**src/hw/rtl/tclr_ram.sv**
```systemverilog
`timescale 1ns / 1ps
// ----------------------------------------------------------------------------
// tclr_ram: generic synchronous RAM
// One write port and one read port; read data is registered, so it shows
// in the cycle after the address. A read and a write of one entry in the same
// cycle return the old contents.
// ----------------------------------------------------------------------------
module tclr_ram #(
   parameter int WIDTH = 8,
   parameter int DEPTH = 64
) (
   input  logic                     clock,
   input  logic                     wr_en,
   input  logic [$clog2(DEPTH)-1:0] wr_addr,
   input  logic [WIDTH-1:0]         wr_data,
   input  logic                     rd_en,
   input  logic [$clog2(DEPTH)-1:0] rd_addr,
   output logic [WIDTH-1:0]         rd_data
);

   logic [WIDTH-1:0] mem_ff [DEPTH];
   logic [WIDTH-1:0] rd_data_ff;

   always_ff @(posedge clock) begin
      if (wr_en) begin
         mem_ff[wr_addr] <= wr_data;
      end
   end

   always_ff @(posedge clock) begin
      if (rd_en) begin
         rd_data_ff <= mem_ff[rd_addr];
      end
   end

   assign rd_data = rd_data_ff;

endmodule

```
**config.mk**
```make
export PLATFORM = sky130hd
export DESIGN_NAME = tclr_ram
export DESIGN_NICKNAME = d
export VERILOG_FILES = /design/src/hw/rtl/tclr_ram.sv
export SDC_FILE = /design/constraint.sdc
export NUM_CORES = 1
export LEC_CHECK = 0
export BUFFER_PORTS_ARGS = -buffer_cell sky130_fd_sc_hd__buf_2
export CAP_MARGIN = 20
export CORE_UTILIZATION = 40
export CTS_CLUSTER_DIAMETER = 30
export DETAILED_ROUTE_END_ITERATION = 8
export PLACE_DENSITY = 0.66
export REMOVE_ABC_BUFFERS = 1
export SLEW_MARGIN = 20
export SYNTH_ARGS = -nofsm -noshare
export SYNTH_HDL_FRONTEND = slang
export SYNTH_SLANG_ARGS = --single-unit
```
**constraint.sdc**
```tcl
create_clock -name clock -period 3.02 [get_ports clock]
set_input_delay 0.151 -clock clock [delete_from_list [all_inputs] [get_ports clock]]
set_output_delay 0.151 -clock clock [all_outputs]
set_load 0.05 [all_outputs]
```
**Word-level counts from Yosys, hierarchy flattened**

Memories as Yosys holds them, arrays and structs flattened. A register that Yosys moved wholly into a read port is not among the register bits.
Cells that the tools add are included.

- Multiplexer cells: 2

Operators with widths:

| cell | number |
|---|---|
| 1-bit 2-to-1 mux | 2 |

- Logic and storage cells: 3
- Flip-flop bits (word level): 0
- Bits in writable memories: 512
- Memories: 1
- Output and inout port bits: 8
- Input bits: 23

Memories:

| memory | words | width | rd ports | clocked after Yosys merged registers in | write ports | RTL line | text |
|---|---|---|---|---|---|---|---|
| mem_ff | 64 | 8 | 1 | 1 | 1 | 21 | `logic [WIDTH-1:0] mem_ff [DEPTH];` |

**Depth between registers and ports, before layout**

- Depth in word-level cells: 2
- Depth in mapped cells: 9
- Mapped depth without buffers: 5

**Least setup slack after synthesis**

Ideal clock, no wire load.

- Path kind: input -> register
- Start: input rd_addr[1]
- End: register rd_data_ff[3] (netlist: rd_data[3]) (read register of mem_ff) (data pin)
- Cell stages on the path: 7
- Path buffers: 3
- Setup slack: 1.063 ns
- Setup time: 0.266 ns
- Required time: 2.754 ns
- Data arrival time: 1.691 ns
- Cell sequence: buf_4 buf_2 buf_2 mux4_2 mux4_2 o21ai_1 o41ai_1

RTL lines:

| element | RTL line | text |
|---|---|---|
| start, declared | 17 | `input logic [$clog2(DEPTH)-1:0] rd_addr,` |
| end, declared | 22 | `logic [WIDTH-1:0] rd_data_ff;` |

==> results.md <==
* Area leader, netlist: sky130_fd_sc_hd__edfxtp_1
* Vias in the first global route at 10,553
* Number of flops mapped to enable cells by yosys at 520
* H-tree levels at 3
* Final worst path period need at 2.199 ns
* Origin of the worst setup path: mem_ff[21][6]$_DFFE_PP_
* Die height at 227.0 um
* Synth top cells by count: sky130_fd_sc_hd__edfxtp_1 (520), sky130_fd_sc_hd__mux4_2 (126), sky130_fd_sc_hd__nor2_1 (83)
* RR Startpoint: mem_ff[21][6]$_DFFE_PP_
* Yosys warning total at 0
* Power density over the cells at 752.6 nW/um2
* Proportion of layout cells with a drive suffix above 1 at 0.3439
* Clock latency on the worst-skew pair at 0.62 ns
* Wirelength per Cell at 24.67 um
* Die Area at 51,520 um2
* Flip-flop cell with the highest count after synthesis: sky130_fd_sc_hd__edfxtp_1
* Avg Inst Size Synth at 21.54 um2
* Run status: finished clean
* Number of iterations in the first detailed-routing pass at 5
* Grt ovf at 0
* Number of placement rows at 82
* Bufs on Longest Clock Path at 3
* Terminating pin of the worst hold path: rd_data[0]$_DFFE_PP_
* CTS tree: done
* Count of port buffers added during placement at 30
* CP startpoint kind: flip-flop
* Most repeated cell in the gate-level netlist after synthesis: sky130_fd_sc_hd__edfxtp_1
* Area of placed instances at 21,600 um2
* Syn-to-layout area delta at 21.27%
* Worst setup path category: reg -> reg
* Antenna violations before repair at 2
* Total DRC errors in the routed layout at 0
* End of the worst register-to-register path: rd_data[6]$_DFFE_PP_
* Register bit total from synthesis at 520
* Max Transition Viols Final at 0
* Number of placed instances with taps included at 1,671
* Die X at 227.0 um
* Hold bufs inserted after CTS at 1
* R2R Setup Slk at 0.82 ns
* Setup repair after global routing missed its margin: no
* Distinct cell type count after synthesis at 39
* Setup crit end kind: flip-flop
* Total power of the final layout at 18.48 mW
* Number of max-capacitance violations reported at 0
* Final weighted congestion in routability-driven placement at 0.7872
* Total number of clock tree sinks at 520
* Wirelength, routed at 45,290 um
* Worst Clk Skew at 0.01731 ns
* Hold path start: rd_addr[5]
* Setup TNS Final at 0 ns
* Root Buffer Master: sky130_fd_sc_hd__clkbuf_16
* Class of the most critical hold timing path: in -> reg
* Fraction of registers with async set/reset at 0
* Gate Count Post-Synth at 940
* Cells on worst reg2reg path at 5
* Worst IR Drop VDD at 0.4499 mV
* Number of cells on the worst hold path at 3
* Average via count per standard cell at 5.480
* Tcrit/Tclk final at 0.7281
* Clock-pin slew on the worst setup and hold paths at 0.05 ns
* Endpoints failing setup at 0
* Post-route design area at 24,550 um2
* Initial cell density of the core at 0.4044
* Maximum net fanout on the critical path at 1
* Worst Tran Pin Value at 0.9945 ns
* Post-synthesis instance area at 20,250 um2
* Placeable Area at 50,070 um2
* Fraction of the yosys area taken by sequential cells at 0.7712
* Via count at 10,061
* Aggregate global-route resource usage at 0.1814
* Synth top area share at 0.7712
* DRT antenna net count at 0
* Timing-limited maximum frequency at 454.8 MHz
* Relative slew slack at 0.3370
* WP data required at 3.36 ns
* Pin count of the biggest net entering global routing at 65
* First-pass GRT wire length at 66,720 um
* Number of nets in the layout at 1,112
* Non-filler instance count after layout at 1,836
* Final hold vios at 0
* Violation count after the first detailed-route iteration at 1,114
* Dominant cells by area after synthesis: sky130_fd_sc_hd__edfxtp_1 (77%), sky130_fd_sc_hd__mux4_2 (14%), sky130_fd_sc_hd__nor2_1 (1.5%)
* Post-CTS setup buffers at 0
* # resized after CTS at 0
* Worst Path Arrival at 2.54 ns
* Number of buffers created by CTS at 87
* I/O Pins at 31
* Placed wire-length estimate after detailed placement at 26,910 um
* Pleak at 7.941 nW
==> cell type report <==
class | count | area [um2]
clock inverters | 68 | 704.4
multi-input cells | 369 | 4315
diodes | 1 | 2.502
flip-flops and latches | 520 | 15620
fillers | 4037 | 25510
repair buffers | 111 | 847.1
clock buffers | 95 | 2228
well taps | 672 | 840.8
==> power breakdown <==
| part | total, mW | leakage [nW] | switching, mW | internal [mW] |
|---|---|---|---|---|
| Combinational | 0.774 | 1.85 | 0.483 | 0.291 |
| Sequential | 8.04 | 4.69 | 0.0205 | 8.02 |
| Clock | 9.67 | 1.41 | 3.60 | 6.06 |
| Total | 18.5 | 7.94 | 4.11 | 14.4 |
==> cells in the final DEF (no fill, tap or decap), types with 11 or more instances in the layout <==
master,synthesis,routed
sky130_fd_sc_hd__buf_4,13,81
sky130_fd_sc_hd__mux4_2,126,126
sky130_fd_sc_hd__mux2i_1,23,23
sky130_fd_sc_hd__edfxtp_1,520,520
sky130_fd_sc_hd__buf_2,11,23
sky130_fd_sc_hd__mux2_2,13,13
sky130_fd_sc_hd__clkbuf_16,0,88
sky130_fd_sc_hd__nor2_1,83,83
sky130_fd_sc_hd__nand3_1,13,13
sky130_fd_sc_hd__inv_6,0,14
sky130_fd_sc_hd__nand2_1,19,19
sky130_fd_sc_hd__nor2b_1,14,14
sky130_fd_sc_hd__clkinvlp_4,0,11
==> per-stage QoR <==
stage	hold WS (ns)	setup slack, ns	utilization
finish	0.09324	0.8211	0.4904
global route	0.08874	0.7909	0.4904
CTS	0.06023	0.8388	0.4902
detailed placement	0.5603	0.4229	0.4314
floorplan	0.2499	1.197	-
global placement	0.5643	0.4927	0.4314
==> worst max path at each step <==
stage                           endpoint  slack, ns
floorplan           rd_data[4]$_DFFE_PP_       1.20
global placement    rd_data[5]$_DFFE_PP_       0.49
detailed placement  rd_data[5]$_DFFE_PP_       0.42
CTS                 rd_data[6]$_DFFE_PP_       0.84
global route        rd_data[6]$_DFFE_PP_       0.79
finish              rd_data[6]$_DFFE_PP_       0.82
==> critical path: stages (launching register included) <==
cell and delay (ns):
sky130_fd_sc_hd__edfxtp_1 0.37, sky130_fd_sc_hd__mux4_2 0.49, sky130_fd_sc_hd__mux2_2 0.28, sky130_fd_sc_hd__o221a_2 0.29
sky130_fd_sc_hd__nor3_1 0.37, sky130_fd_sc_hd__o32ai_1 0.15
==> kinds of logic (layout without fill, tap and decap cells) <==
kind of cell,Yosys count,in the layout,synth area share
compound gates,54,54,0.02064
buf+inv,51,274,0.01563
flops,520,520,0.7712
mux,162,162,0.1588
other cells,0,1,0
simple gates,153,153,0.03374
==> routing by layer <==
layer	wire length, um	vias up	global-route usage
li1	-	4275	-
met1	17890	5249	0.2371
met2	22370	436	0.2957
met3	3511	97	0.03730
met4	1490	4	0.07772
met5	25	-	0
==> sequential cells by signal, summed over array words and instances, names as in the netlist <==
signal   cells
mem_ff     512
rd_data      8
Note: power is estimated with default switching activity, not from simulation.
