[config.mk]
export PLATFORM = sky130hd
export DESIGN_NAME = tclr_rsp_fifo
export DESIGN_NICKNAME = d
export VERILOG_FILES = /design/src/hw/rtl/tclr_pkg.sv /design/src/hw/rtl/tclr_rsp_fifo.sv
export SDC_FILE = /design/constraint.sdc
export NUM_CORES = 1
export LEC_CHECK = 0
export ABC_AREA = 0
export BUFFER_PORTS_ARGS = -buffer_cell sky130_fd_sc_hd__buf_2
export CAP_MARGIN = 20
export CORE_MARGIN = 4
export CORE_UTILIZATION = 50
export CTS_BUF_LIST = sky130_fd_sc_hd__clkbuf_16
export CTS_CLUSTER_DIAMETER = 80
export CTS_CLUSTER_SIZE = 14
export DETAILED_ROUTE_END_ITERATION = 10
export GPL_ROUTABILITY_DRIVEN = 0
export PLACE_DENSITY = 0.7
export SLEW_MARGIN = 15
export SYNTH_ARGS = -nofsm -noshare
export SYNTH_HDL_FRONTEND = slang
export SYNTH_SLANG_ARGS = --single-unit
[constraint.sdc]
create_clock -name clock -period 6.9 [get_ports clock]
set_input_delay 0.69 -clock clock [delete_from_list [all_inputs] [get_ports clock]]
set_output_delay 0.69 -clock clock [all_outputs]
set_load 0.02 [all_outputs]
[src/hw/rtl/tclr_pkg.sv]
`timescale 1ns / 1ps
// ----------------------------------------------------------------------------
// tclr_pkg: shared definitions of the text console line ring
// Default geometry, character codes, opcodes, control states and the
// result beat carried from the read pipeline to the output queue.
// ----------------------------------------------------------------------------
package tclr_pkg;

   // Default geometry of the ring (top level parameters take these)
   localparam int RING_LINES_DEF = 64;
   localparam int LINE_WIDTH_DEF = 80;

   // Window height and the colour a line holds until first written
   localparam int         SHOWN_LINES = 32;
   localparam logic [7:0] BLANK_COLOR = 8'd7;

   // Character codes with a meaning of their own
   localparam logic [7:0] KEY_BACKSPACE = 8'h08;
   localparam logic [7:0] KEY_NEWLINE   = 8'h0a;

   // Output queue geometry
   localparam int RSP_DEPTH = 3;
   localparam int RSP_PTR_W = 2;
   localparam int RSP_CNT_W = 2;

   typedef enum logic {
      OP_PUT  = 1'b0,
      OP_READ = 1'b1
   } opcode_type;

   typedef enum logic [1:0] {
      ST_CLEAR,
      ST_RUN,
      ST_PUT2
   } state_type;

   typedef struct packed {
      logic [7:0] read_char;
      logic [7:0] read_color;
      logic       line_visible;
      logic [4:0] cursor_row;
      logic [6:0] cursor_col;
   } result_type;

endpackage

[src/hw/rtl/tclr_rsp_fifo.sv]
`timescale 1ns / 1ps
// ----------------------------------------------------------------------------
// tclr_rsp_fifo: result beat queue
// Small register queue between the read pipeline and the result channel.
// The writer checks the fill count and never pushes into a full queue.
// ----------------------------------------------------------------------------
module tclr_rsp_fifo (
   input  logic                             clock,
   input  logic                             reset,
   input  logic                             push_valid,
   input  tclr_pkg::result_type             push_data,
   output logic                             out_valid,
   input  logic                             out_stall,
   output tclr_pkg::result_type             out_data,
   output logic [tclr_pkg::RSP_CNT_W-1:0]   count
);

   localparam logic [tclr_pkg::RSP_PTR_W-1:0] LAST_PTR =
      tclr_pkg::RSP_PTR_W'(tclr_pkg::RSP_DEPTH - 1);

   tclr_pkg::result_type                entry_ff [tclr_pkg::RSP_DEPTH];
   logic [tclr_pkg::RSP_PTR_W-1:0]      wr_ptr_ff, wr_ptr_in;
   logic [tclr_pkg::RSP_PTR_W-1:0]      rd_ptr_ff, rd_ptr_in;
   logic [tclr_pkg::RSP_CNT_W-1:0]      count_ff, count_in;
   logic                                pop;

   assign out_valid = (count_ff != '0);
   assign pop       = out_valid && !out_stall;
   assign out_data  = entry_ff[rd_ptr_ff];
   assign count     = count_ff;

   always_comb begin
      wr_ptr_in = wr_ptr_ff;
      rd_ptr_in = rd_ptr_ff;
      count_in  = count_ff;
      if (push_valid) begin
         wr_ptr_in = (wr_ptr_ff == LAST_PTR) ? '0 : wr_ptr_ff + 1'b1;
      end
      if (pop) begin
         rd_ptr_in = (rd_ptr_ff == LAST_PTR) ? '0 : rd_ptr_ff + 1'b1;
      end
      if (push_valid && !pop) begin
         count_in = count_ff + 1'b1;
      end else if (pop && !push_valid) begin
         count_in = count_ff - 1'b1;
      end
   end

   always_ff @(posedge clock) begin
      if (reset) begin
         wr_ptr_ff <= '0;
         rd_ptr_ff <= '0;
         count_ff  <= '0;
      end else begin
         wr_ptr_ff <= wr_ptr_in;
         rd_ptr_ff <= rd_ptr_in;
         count_ff  <= count_in;
      end
   end

   always_ff @(posedge clock) begin
      if (push_valid) begin
         entry_ff[wr_ptr_ff] <= push_data;
      end
   end

endmodule

After elaboration in Yosys (flattened, before gate mapping) --
Memories as Yosys holds them, arrays and structs flattened. A register that Yosys moved wholly into a read port is not among the register bits. Index checks and enable logic that the tools add are counted.
Word-level totals: register bits 6, RAM bits 87, bits of input ports 33, output and inout bits 32, logic and storage cells 26, memories kept 1
Operators by class: $add $sub $neg 4, eq/ne operators 2, mux-type cells 8, reductions and logical operators 8
Memories:
- entry_ff | words 3, bits a word 29, rd ports 1, clocked after Yosys merged registers in 1, wr ports 1, RTL line tclr_rsp_fifo.sv:21 | tclr_pkg::result_type entry_ff [tclr_pkg::RSP_DEPTH];
Operator list (number):
- 2-bit two-way mux | 6
- 2-bit by 1-bit adder with 2-bit output (second input constant) | 3
- 2-bit == test (second input constant) | 2
- 2-bit nonzero test | 2
- 1-bit logical AND | 3
- 1-bit zero test | 3
- 1-bit two-way mux | 2
- 2-bit by 1-bit subtractor with 2-bit output (second input constant) | 1

Depth between registers and ports, before layout --
word-level depth 5, depth in mapped cells 5, gate-level depth less buffers 5

Worst setup path before layout --
Ideal clock, no wire load.
path kind input port to flip-flop, from input port push_valid, to memory entry_ff[0][0] (netlist name) (enable), setup time 0.460 ns, arrival time 2.899 ns, data required time 6.440 ns, slack 3.541 ns, stages 1, buffers on the path 0, cell sequence nor3b_1
Between the ends: word-level cells in the longest chain between the ends 2
Ends and longest elaborated chain:
- start, declared | RTL line tclr_rsp_fifo.sv:10 | input logic push_valid,
- 1-bit two-way mux | RTL line tclr_rsp_fifo.sv:62 | if (push_valid) begin
- 1-bit two-way mux (implied by the code) | RTL line tclr_rsp_fifo.sv:63 | entry_ff[wr_ptr_ff] <= push_data;
- end, declared | RTL line tclr_rsp_fifo.sv:21
Every way passes these cells.

==> impl_metrics.yaml <==
worst_setup_path:
  r2r_start: "wr_ptr_ff[1]$_SDFFE_PP0P_"
  cp_data_required_time_ns: 6.21
  max_stage_delay_ns: 0.96
  critPathCaptureType: "output port"
  worst_setup_path_start_kind: "flip-flop"
  rr_worst_depth: 2
  worstPathArrival_ns: 1.90
  path_max_fanout: 29
  critPathKind: "flip-flop to output port"
  cpMaxStageDelayCell: "dfxtp_2"
  worstPathCellList: "mux2i_1, o21ai_1, buf_2"
  r2r_slack_ns: 5.26
  r2r_end: "entry_ff[2][4]$_DFFE_PP_"
global_routing:
  grt_start_max_net_pins: 59
  grt_overflow: 0
  grt_pass1_wl_um: 9356
  grt_pass1_vias: 1887
  grtUsageTotal: 0.1468
  antenna_found_initial: 0
floorplanning:
  dieArea_sq_um: 8448
  core_area_sq_um: 6832
  die_w_um: 91.92
  die_h_um: 91.92
  io_pins: 65
  start_util: 0.5154
  num_rows: 30
clock_tree:
  post_cts_buffers: 0
  path_clk_slew_ns: 0.06
  ctsResizeCount: 0
  clk_latency_ns: 0.33
  numCtsBuffers: 9
  cts_max_level: 3
  cts_tree: "done"
  ctsHoldBuffers: 0
  clock-sinks: 95
  clock_path_buffers: 2
  cts-root-buf: "clkbuf_16"
power_and_ir_drop:
  comb_power_share: 0.180
  power.share.clock: 0.342
  power.leakage_nw: 1.477
  finalPower_mw: 1.505
  seq_power_share: 0.478
  power.switching_mw: 0.4079
  cell_internal_pwr_mw: 1.097
  peakVddDrop_v: 0.0001814
  swShare: 0.2711
  power_density_nw_per_um2: 352.9
timing:
  fmax_mhz: 385.4
  drv_slew: 0
  min_period_over_period: 0.3760
  tightestPinTransition_ns: 1.008
  finalClockSkew_ns: 0.003129
  final-setup-viol-count: 0
  rsz0062_at_grt: "false"
  layout_min_cycle_time_ns: 2.595
  fin_tns_setup_ns: 0
  finalHoldViolCount: 0
  max_slew_margin: 0.3279
yosys:
  synth-edff-count: 87
  yosysSeqAreaShare: 0.7875
  synthesis.nets: 250
  syn_inst: 216
  yosys_warnings: 0
  synthArstFlopShare: 0
  ys_types: 23
  netlist_area_sq_um: 3521
  ys_ff_latch: 95
  avgSynthCellArea_sq_um: 16.30
  synth_flop_cell: "edfxtp_1"
final_layout:
  n_antenna_cell: 0
  drive_above_1_share: 0.3056
  layout.nets: 317
  areaGrowthSynthToFinish_pct: 21.07
hold_path:
  hp-class: "flip-flop to flip-flop"
  hold_depth: 2
  min_from: "rd_ptr_ff[1]$_SDFFE_PP0P_"
status:
  status: "complete, no violations"
drt:
  drt_first_pass_iters: 4
  drt_iter0_drc: 85
  wl_um: 5745
  vias: 1903
  antenna_left: 0
  drc_errors: 0
  avgRoutedWirePerCell_um: 14.96
  routed_via_density: 4.956
job:
  maxCapViolations: 0
placed_design:
  hpwl_um: 3522
  io_buffers: 64
[routing by layer]
| metal | track usage | up-vias | wire length [um] |
|---|---|---|---|
| met4 | 0.06683 | 0 | 108 |
| met1 | 0.1933 | 892 | 2569 |
| met5 | 0 | - | 0 |
| li1 | - | 943 | - |
| met3 | 0.04102 | 11 | 347 |
| met2 | 0.2275 | 57 | 2720 |
[worst max-delay path by stage]
stage | start | endpoint | slack [ns] | cells after the start
finish | flip-flop | out_data[13] | 4.31 | 3
global route | flip-flop | out_data[22] | 4.19 | 3
CTS | flip-flop | out_data[13] | 4.27 | 3
detailed placement | flip-flop | out_data[3] | 4.64 | 3
global placement | flip-flop | out_data[11] | 4.66 | 3
floorplan | push_valid | entry_ff[0][0]$_DFFE_PP_ | 3.54 | 1
[synthesized netlist by cell type (2+ instances only)]
library cell   n  area (sq um)
dfxtp_1        8         160.2
edfxtp_1      87          2613
o21ai_1       29         145.1
buf_2          4         20.02
or3_1          2         12.51
nor2_1         5         18.77
clkbuf_1       2         7.510
a21oi_1        3         15.01
xor2_1         2         17.52
nand2_1       33         123.9
mux2i_1       29         290.3
[sequential cells by signal, summed over array words and instances (netlist names), named ones only]
signal,flops
wr_ptr_ff,2
entry_ff,87
count,2
rd_ptr_ff,2
[metrics by stage]
step                hold WS (ns)  area, sq um  setup slack [ns]    util  instances
floorplan                 0.4463         3521             3.541       -        216
global placement          0.4639         3941             4.665  0.5769        368
detailed placement        0.4703         3941             4.641  0.5769        368
CTS                       0.4872         4263             4.271  0.6240        384
global route              0.5160         4263             4.190  0.6240        384
finish                    0.4869         4263             4.305  0.6240        384
[layout by cell type (no fill, tap or decap), types with 2 or more instances in the layout]
master / count
o21ai_1: 29
nand2_1: 33
mux2i_1: 29
or3_1: 2
buf_2: 64
nor2_1: 3
dfxtp_2: 2
xor2_1: 2
clkinvlp_4: 2
bufinv_16: 2
a21oi_1: 3
clkbuf_16: 9
edfxtp_1: 87
nor2_4: 2
dfxtp_1: 6
[power by group through the flow]
stage          Combinational (mW)  Sequential, mW  Clock, mW
3_3_place_gp                0.271           0.732          0
6_report                    0.271           0.719      0.514
4_1_cts                     0.276           0.721      0.526
2_1_floorplan               0.214           0.699          0
3_5_place_dp                0.274           0.733          0
5_1_grt                     0.296           0.728      0.549
[worst max-delay path, delay by kind of cell (launching register included)]
kind,cells,cell delay (ns)
flip-flops,1,0.96
multiplexers,1,0.31
buffers and inverters,1,0.21
AO/OA/AOI/OAI,1,0.10
[layout make-up]
class                   count  area [sq um]
flip-flops and latches     95          2775
well taps                  96         120.1
repair buffers             65         327.8
fillers                   527          2569
clock buffers               9         225.2
clock inverters             7         96.34
multi-input cells         111         714.4
inverters                   1         3.754
[cell families after synthesis]
family,after synthesis,synth area share
xor gates and xnor gates,2,0.004976
AOI/OAI and AO/OA,35,0.05259
buffers and inverters,10,0.01528
DFF,95,0.7875
adders and majority gates,1,0.003553
and+or+nand+nor,43,0.05046
muxes,30,0.08564
No activity file was read; power rests on OpenSTA's default activity.
